==> src/hw/rtl/multi_button_event_debouncer_core_macros.svh <==
// Assertion helpers for the button qualifier.
`ifndef MULTI_BUTTON_EVENT_DEBOUNCER_CORE_MACROS_SVH
`define MULTI_BUTTON_EVENT_DEBOUNCER_CORE_MACROS_SVH
`ifndef SYNTHESIS
`define MBD_ASSERT_IMPL(label, clk, rst_n, prop) \
  label: assert property (@(posedge clk) disable iff (!rst_n) prop) else $error("assertion failed");
`define MBD_ASSERT_NEVER(label, clk, rst_n, cond) \
  label: assert property (@(posedge clk) disable iff (!rst_n) !(cond)) else $error("assertion failed");
`else
`define MBD_ASSERT_IMPL(label, clk, rst_n, prop)
`define MBD_ASSERT_NEVER(label, clk, rst_n, cond)
`endif
`endif

==> src/hw/rtl/mbd_pkg.sv <==
package mbd_pkg;
  localparam int unsigned MaxChannels = 32;
  localparam int unsigned LaneCount = 8;
  localparam logic [1:0] ModeScan = 2'd0;
  localparam logic [1:0] ModeDrain = 2'd1;
  localparam logic [1:0] ModeClear = 2'd2;
  localparam logic [1:0] ModeNone = 2'd3;
  localparam logic [2:0] CfgInvert = 3'd0;
  localparam logic [2:0] CfgDebounce = 3'd1;
  localparam logic [2:0] CfgDouble = 3'd2;
  localparam logic [2:0] CfgLong = 3'd3;
  localparam logic [2:0] CfgRptDelay = 3'd4;
  localparam logic [2:0] CfgRptIntv = 3'd5;
  localparam logic [2:0] CfgChanCount = 3'd6;
  localparam logic [4:0] EvPressed = 5'd1;
  localparam logic [4:0] EvReleased = 5'd2;
  localparam logic [4:0] EvDouble = 5'd4;
  localparam logic [4:0] EvLong = 5'd8;
  localparam logic [4:0] EvRepeat = 5'd16;

  typedef struct packed {
    logic        invert;
    logic [15:0] debounce;
    logic [15:0] dbl_win;
    logic [15:0] long_time;
    logic [15:0] rpt_delay;
    logic [15:0] rpt_intv;
  } cfg_t;

  typedef struct packed {
    logic        stable;
    logic        long_done;
    logic [4:0]  flags;
    logic [31:0] change;
    logic [31:0] press;
    logic [31:0] repeat_ts;
    logic [31:0] release_ts;
  } chan_t;
endpackage

==> src/hw/rtl/mbd_lane.sv <==
module mbd_lane (
  input  mbd_pkg::cfg_t  cfg_i,
  input  mbd_pkg::chan_t rec_i,
  input  logic           raw_i,
  input  logic [31:0]    now_i,
  output mbd_pkg::chan_t rec_o
);
  logic        cur;
  logic [31:0] dur;
  mbd_pkg::chan_t r;

  always_comb begin
    r = rec_i;
    cur = raw_i ^ cfg_i.invert;
    if (cur != rec_i.stable) begin
      if ((now_i - rec_i.change) >= {16'd0, cfg_i.debounce}) begin
        r.stable = cur;
        r.change = now_i;
        if (cur) begin
          r.flags = r.flags | mbd_pkg::EvPressed;
          r.press = now_i;
          r.long_done = 1'b0;
          r.repeat_ts = now_i;
          if (cfg_i.dbl_win != 16'd0 &&
              (now_i - rec_i.release_ts) < {16'd0, cfg_i.dbl_win}) begin
            r.flags = r.flags | mbd_pkg::EvDouble;
          end
        end else begin
          r.flags = r.flags | mbd_pkg::EvReleased;
          r.release_ts = now_i;
          r.press = '0;
        end
      end
    end else begin
      r.change = now_i;
    end
    dur = now_i - r.press;
    if (r.stable && r.press != '0) begin
      if (!r.long_done && dur >= {16'd0, cfg_i.long_time}) begin
        r.flags = r.flags | mbd_pkg::EvLong;
        r.long_done = 1'b1;
      end
      if (dur >= {16'd0, cfg_i.rpt_delay} &&
          (now_i - r.repeat_ts) >= {16'd0, cfg_i.rpt_intv}) begin
        r.flags = r.flags | mbd_pkg::EvRepeat;
        r.repeat_ts = now_i;
      end
    end
    rec_o = r;
  end
endmodule
==> config.mk <==
export PLATFORM = sky130hd
export DESIGN_NAME = mbd_lane
export DESIGN_NICKNAME = d
export VERILOG_FILES = /design/src/hw/rtl/multi_button_event_debouncer_core_macros.svh /design/src/hw/rtl/mbd_pkg.sv /design/src/hw/rtl/mbd_lane.sv
export SDC_FILE = /design/constraint.sdc
export NUM_CORES = 1
export LEC_CHECK = 0
export BUFFER_PORTS_ARGS = -buffer_cell sky130_fd_sc_hd__buf_4
export CAP_MARGIN = 20
export CORE_UTILIZATION = 55
export DETAILED_ROUTE_END_ITERATION = 10
export PLACE_DENSITY = 0.91
export REMOVE_ABC_BUFFERS = 1
export SYNTH_ARGS = -nofsm -noshare
export SYNTH_HDL_FRONTEND = slang
export SYNTH_SLANG_ARGS = --single-unit
==> constraint.sdc <==
create_clock -name vclk -period 14.5
set_clock_uncertainty 0.15 [all_clocks]
set_input_delay 0.725 -clock vclk [all_inputs]
set_output_delay 0.725 -clock vclk [all_outputs]
set_load 0.02 [all_outputs]
==> results of run 1 <==
## cells by family (layout without fill, tap and decap cells)
logic type | count (synthesis) | count (layout)
AOI/OAI and AO/OA | 629 | 629
and+or+nand+nor | 529 | 529
buffers and inverters | 292 | 615
adders and majority gates | 209 | 209
xor gates and xnor gates | 79 | 79
muxes | 78 | 78
## worst paths after layout
check / start / slack, ps / to
max: now_i[0] / 1230 / rec_o[32]
min: rec_i[129] / 1580 / rec_o[129]
## power breakdown
group	switching [mW]	leakage, nW	internal, mW
Combinational	0.511	7.66	0.362
Sequential	0	0	0
Clock	0	0	0
Total	0.511	7.66	0.362
## layer usage
layer  vias up  share of wire [%]  routed length (µm)  global-route usage, %
met3       185                9.4                4610                   4.21
met1      7055                 40               19600                   51.3
met2       951                 45               21800                   67.8
met5         -                  0                   0                      0
met4         0                5.7                2760                   23.2
li1       7262                  -                   -                      -
## cells in the mapped netlist, types with 7 or more instances
cell type  count
a2111oi_0      8
a211oi_1      30
a21boi_0      15
a21o_1        67
a21oi_1      160
a221oi_1       9
a22oi_1       21
a31oi_1       23
and2_1        17
and3_1        12
clkbuf_1      53
ha_1         190
inv_1        221
maj3_1        15
mux2_2        45
mux2i_1       32
nand2_1      167
nand2b_1      40
nand3_1       35
nand4_1       22
nor2_1       109
nor2b_1       30
nor3_1        34
nor4_1        18
o211ai_1      30
o21a_1        16
o21ai_0      139
o21ai_1       10
o21bai_1      16
o22ai_1        9
or2_2          7
or3_1          7
xnor2_1       47
xor2_1        32
## worst max-delay path: cells and delay by family
family	cells	cell delay, ps
fa+ha+maj	8	2520
buf+inv	6	1050
simple gates	15	3600
compound gates	19	3810
mux	1	360
xor+xnor	2	300
## cell usage in the layout (no fill, tap or decap), types with 10 or more instances in the layout
cell        n
mux2i_1    32
inv_1     221
nand4_1    22
o21ai_0   139
nand3_1    35
nor4_1     18
ha_1      190
nand2_1   167
a22oi_1    21
nor3_1     34
nor2_1    108
o21a_1     16
a21oi_1   160
a21boi_0   15
maj3_1     15
xnor2_1    47
a31oi_1    21
mux2_2     45
buf_4     393
o21bai_1   16
o21ai_1    10
nor2b_1    30
and2_1     17
xor2_1     32
nand2b_1   40
a21o_1     67
o211ai_1   30
and3_1     12
a211oi_1   30
## through the flow
step,utilization [%],cells,hold slack [ps]
2_1_floorplan,-,1745,1440
3_3_place_gp,70.8,2413,1590
3_5_place_dp,70.8,2413,1590
4_1_cts,70.8,2413,1590
5_1_grt,70.9,2414,1620
6_report,70.9,2414,1580
## layout make-up
type	count	area share [%]
well taps	275	2.29
repair buffers	394	19.7
multi-input cells	1524	72.5
inverters	221	5.51
==> impl_metrics.tcl, run 1 <==
set metrics [dict create \
    fillers 1795 \
    place_area_um2 15000 \
    slew-limit-headroom_pct 22.0 \
    rows 53 \
    arrival_ps 12400 \
    hold_depth 3 \
    max_cap_viol_count 0 \
    crit_fanout 14 \
    synth_compound_area_share_pct 34.5 \
    synth_adder_area_share_pct 21.6 \
    port_buffers 384 \
    synth_top_area_share_pct 19.8 \
    hold_viol_final 0 \
    routedWlPerCell_um 20.2 \
    synth_top_family_by_area "compound AO/OA/AOI/OAI gates" \
    track_usage_pct 40.9 \
    io_pins 384 \
    finish.instance_area_um2 15100 \
    grt_pass1_vias 14500 \
    ys_seq_area_share_pct 0 \
    drt_iter0_drc 1278 \
    ir_worst_vdd_mv 0.0407 \
    synth_area_per_cell_um2 6.61 \
    p_leak_nw 7.66 \
    maxSlewViolCount 0 \
    multi_input_area_um2 10900 \
    outcome "completed" \
    globalplace.congestion 1.01 \
    post-route-period-util_pct 91.5 \
    start_util_pct 56.6 \
    period_minus_slack_ps 13270 \
    start_kind "input pin" \
    nNetsFinal 2582 \
    globalRouteOverflowTotal 0 \
    n_clock_buffer 0 \
    path_class "input pin to output port" \
    ys_types 88 \
    synth_xor_xnor_area_share_pct 5.76 \
    setup_viol 0 \
    fp.dieArea_um2 22400 \
    core_area_um2 21200 \
    syn2layout_area_growth_pct 25.4 \
    synthMuxAreaShare_pct 6.98 \
    fp.dieH_um 150 \
    vias 15500 \
    flops_and_latches 0 \
    synthTopCellsByArea "ha_1 20%, inv_1 6.9%, a21oi_1 6.7%, o21ai_0 5.8%, nand2_1 5.2%" \
    syn_inst 1816 \
    ant_nets 0 \
    seq_area_um2 0 \
    first_pass_iters 6 \
    drive_gt1_share_pct 22.6 \
    grt_max_degree 46 \
    power_mw 0.873 \
    diodes 0 \
    place_ws_ps 1520 \
    critPathSlowestCell "or4_4" \
    tns_ps 0 \
    cts_setup_buffers 0 \
    tightest_slew_ps 1150 \
    hold_path.class "input pin to output port" \
    cts_hold_buffers 0 \
    die_w_um 150 \
    path_common_cell "ha_1" \
    synth_warnings 0 \
    cts-resized-gates 0 \
    dp_hpwl_um 40200 \
    antenna_found_initial 0 \
    drc 0 \
    wl_um 48800 \
    cpPeakStageDelay_ps 580 \
    grt_setup_unrepaired "no" \
    setup_slack_ps 1230 \
    yosys.area.top_type "ha_1" \
    synth_area_um2 12000 \
    yosys.area_share.simple_pct 21.8 \
    required_ps 13620 \
    fmax_ghz 0.0753 \
    cp-end-kind "output port" \
    routed_via_density 6.40 \
    grt_pass1_wl_um 73300 \
    power_density_nw_per_um2 58.0 \
]
No activity file was read; power rests on OpenSTA's default activity.
==> run 2: changes to the inputs <==
--- a/config.mk
+++ b/config.mk
@@ -8,3 +8,2 @@
 export BUFFER_PORTS_ARGS = -buffer_cell sky130_fd_sc_hd__buf_4
-export CAP_MARGIN = 20
 export CORE_UTILIZATION = 55
==> constraint.sdc (replaced) <==
create_clock -name vclk -period 14.5
set_clock_uncertainty 0.15 [all_clocks]
set_input_delay 1.45 -clock vclk [all_inputs]
set_output_delay 1.45 -clock vclk [all_outputs]
set_load 0.02 [all_outputs]
==> run 2 against run 1 <==
  * Via count up 0.80%
  * Utilization up 0.45 points
  * Wire length up 1.5%
  * Maximum frequency down 4.1%
  * Non-clock buffer count up 8
  * First-iteration DRC count down 9.7%
  * Count of clock-buffer cells in the layout unchanged
  * Worst setup slack worse by 570 ps
  * Sequential share of layout area unchanged
  * Flip-flop and latch count unchanged
  * Cell area up 0.64%
  * Critical endpoint is now rec_o[37]
  * Largest cell class unchanged
==> impl_metrics.tcl, run 2 (synthesized netlist as in run 1, its figures left out) <==
set metrics [dict create \
    n_clock_buffer 0 \
    flops_and_latches 0 \
    routed_via_density 6.43 \
    vias 15600 \
    maxSlewViolCount 0 \
    setup_viol 0 \
    diodes 0 \
    core_area_um2 21200 \
    start_util_pct 56.6 \
    outcome "completed" \
    crit_buf_inv 6 \
    slew-limit-headroom_pct 15.5 \
    routedWlPerCell_um 20.5 \
    crit_family "simple AND/OR/NAND/NOR gates" \
    arrival_ps 12240 \
    required_ps 12900 \
    hp-start "rec_i[129]" \
    layout_common_cells "399 x buf_4, 220 x inv_1, 189 x ha_1" \
    start_kind "input pin" \
    syn2layout_area_growth_pct 26.2 \
    hold_viol_final 0 \
    tns_ps 0 \
    max_cap_viol_count 0 \
    period_minus_slack_ps 13840 \
    cpPeakStageDelay_ps 580 \
    drt_iter0_drc 1154 \
    seq_area_um2 0 \
    ir_worst_vdd_mv 0.0364 \
    globalplace.congestion 1.01 \
    use_met2_pct 70.0 \
    fin_util_pct 71.4 \
    p_leak_nw 7.70 \
    critPathSlowestCell "or4_4" \
    layout_commonest_cell "buf_4" \
    path_class "input pin to output port" \
    place_area_um2 15000 \
    fp.dieH_um 150 \
    wl_um 49500 \
    grt_pass1_vias 14600 \
    fmax_ghz 0.0722 \
    ant_nets 0 \
    grt_max_degree 77 \
    cts_hold_buffers 0 \
    cp-end-kind "output port" \
    startpoint "now_i[5]" \
    power_density_nw_per_um2 58.0 \
    nNetsFinal 2590 \
    track_usage_pct 41.7 \
    globalRouteOverflowTotal 0 \
    die_w_um 150 \
    dp_hpwl_um 40400 \
    met1_usage_pct 51.6 \
    hold_path.class "input pin to output port" \
    rows 53 \
    fp.dieArea_um2 22400 \
    fillers 1852 \
    grt_pass1_wl_um 74300 \
    tightest_slew_ps 1260 \
    io_pins 384 \
    port_buffers 384 \
    grt_util_met3_pct 4.82 \
    first_pass_iters 6 \
    drive_gt1_share_pct 23.2 \
    post-route-period-util_pct 95.5 \
    antenna_found_initial 0 \
    drc 0 \
    finish.instance_area_um2 15200 \
    crit_fanout 14 \
    whs_ps 3040 \
    top_usage_layer "met2" \
]
==> run 2: cell count changes in the layout (fill, tap and decap cells not counted), sizes merged <==
cell	previous run	this run
buf	394	402
clkinvlp	0	1
inv	221	220
==> run 2: repair_timing <==
action,in CTS,in global routing
buffers inserted,0,9
endpoints found under the setup margin,0,33
endpoints found under the hold margin,0,0
gates resized for setup,0,10
==> run 2: power breakdown <==
part	switching [mW]	internal, mW	total [mW]
clock network	0	0	0
logic	0.514	0.365	0.878
registers	0	0	0
==> run 2: area by class of cell <==
cell class	count	area [µm²]	share of cell area [%]
tap	275	344	2.27
timing repair buffer	402	3040	20.1
inverter	221	833	5.50
multi-input combinational	1524	10900	72.2
==> run 2: stage by stage <==
stage,total power [mW],instances,worst slack [ps]
after floorplan,0.562,1745,23.6
after global placement,0.830,2413,734
after detailed placement,0.848,2413,293
after CTS,0.854,2413,219
after global routing,0.951,2422,-64.3
final,0.878,2422,658
==> run 2: routing by layer <==
metal | up-vias | wire, µm
met5 | - | 0
met4 | 0 | 2880
met3 | 208 | 4710
met2 | 956 | 22300
met1 | 7134 | 19700
li1 | 7278 | -
==> run 2: final timing paths <==
path / endpoint / slack (ps) / depth (start not counted)
setup / recovery: rec_o[37] / 660 / 50
hold / removal: rec_o[129] / 3040 / 3
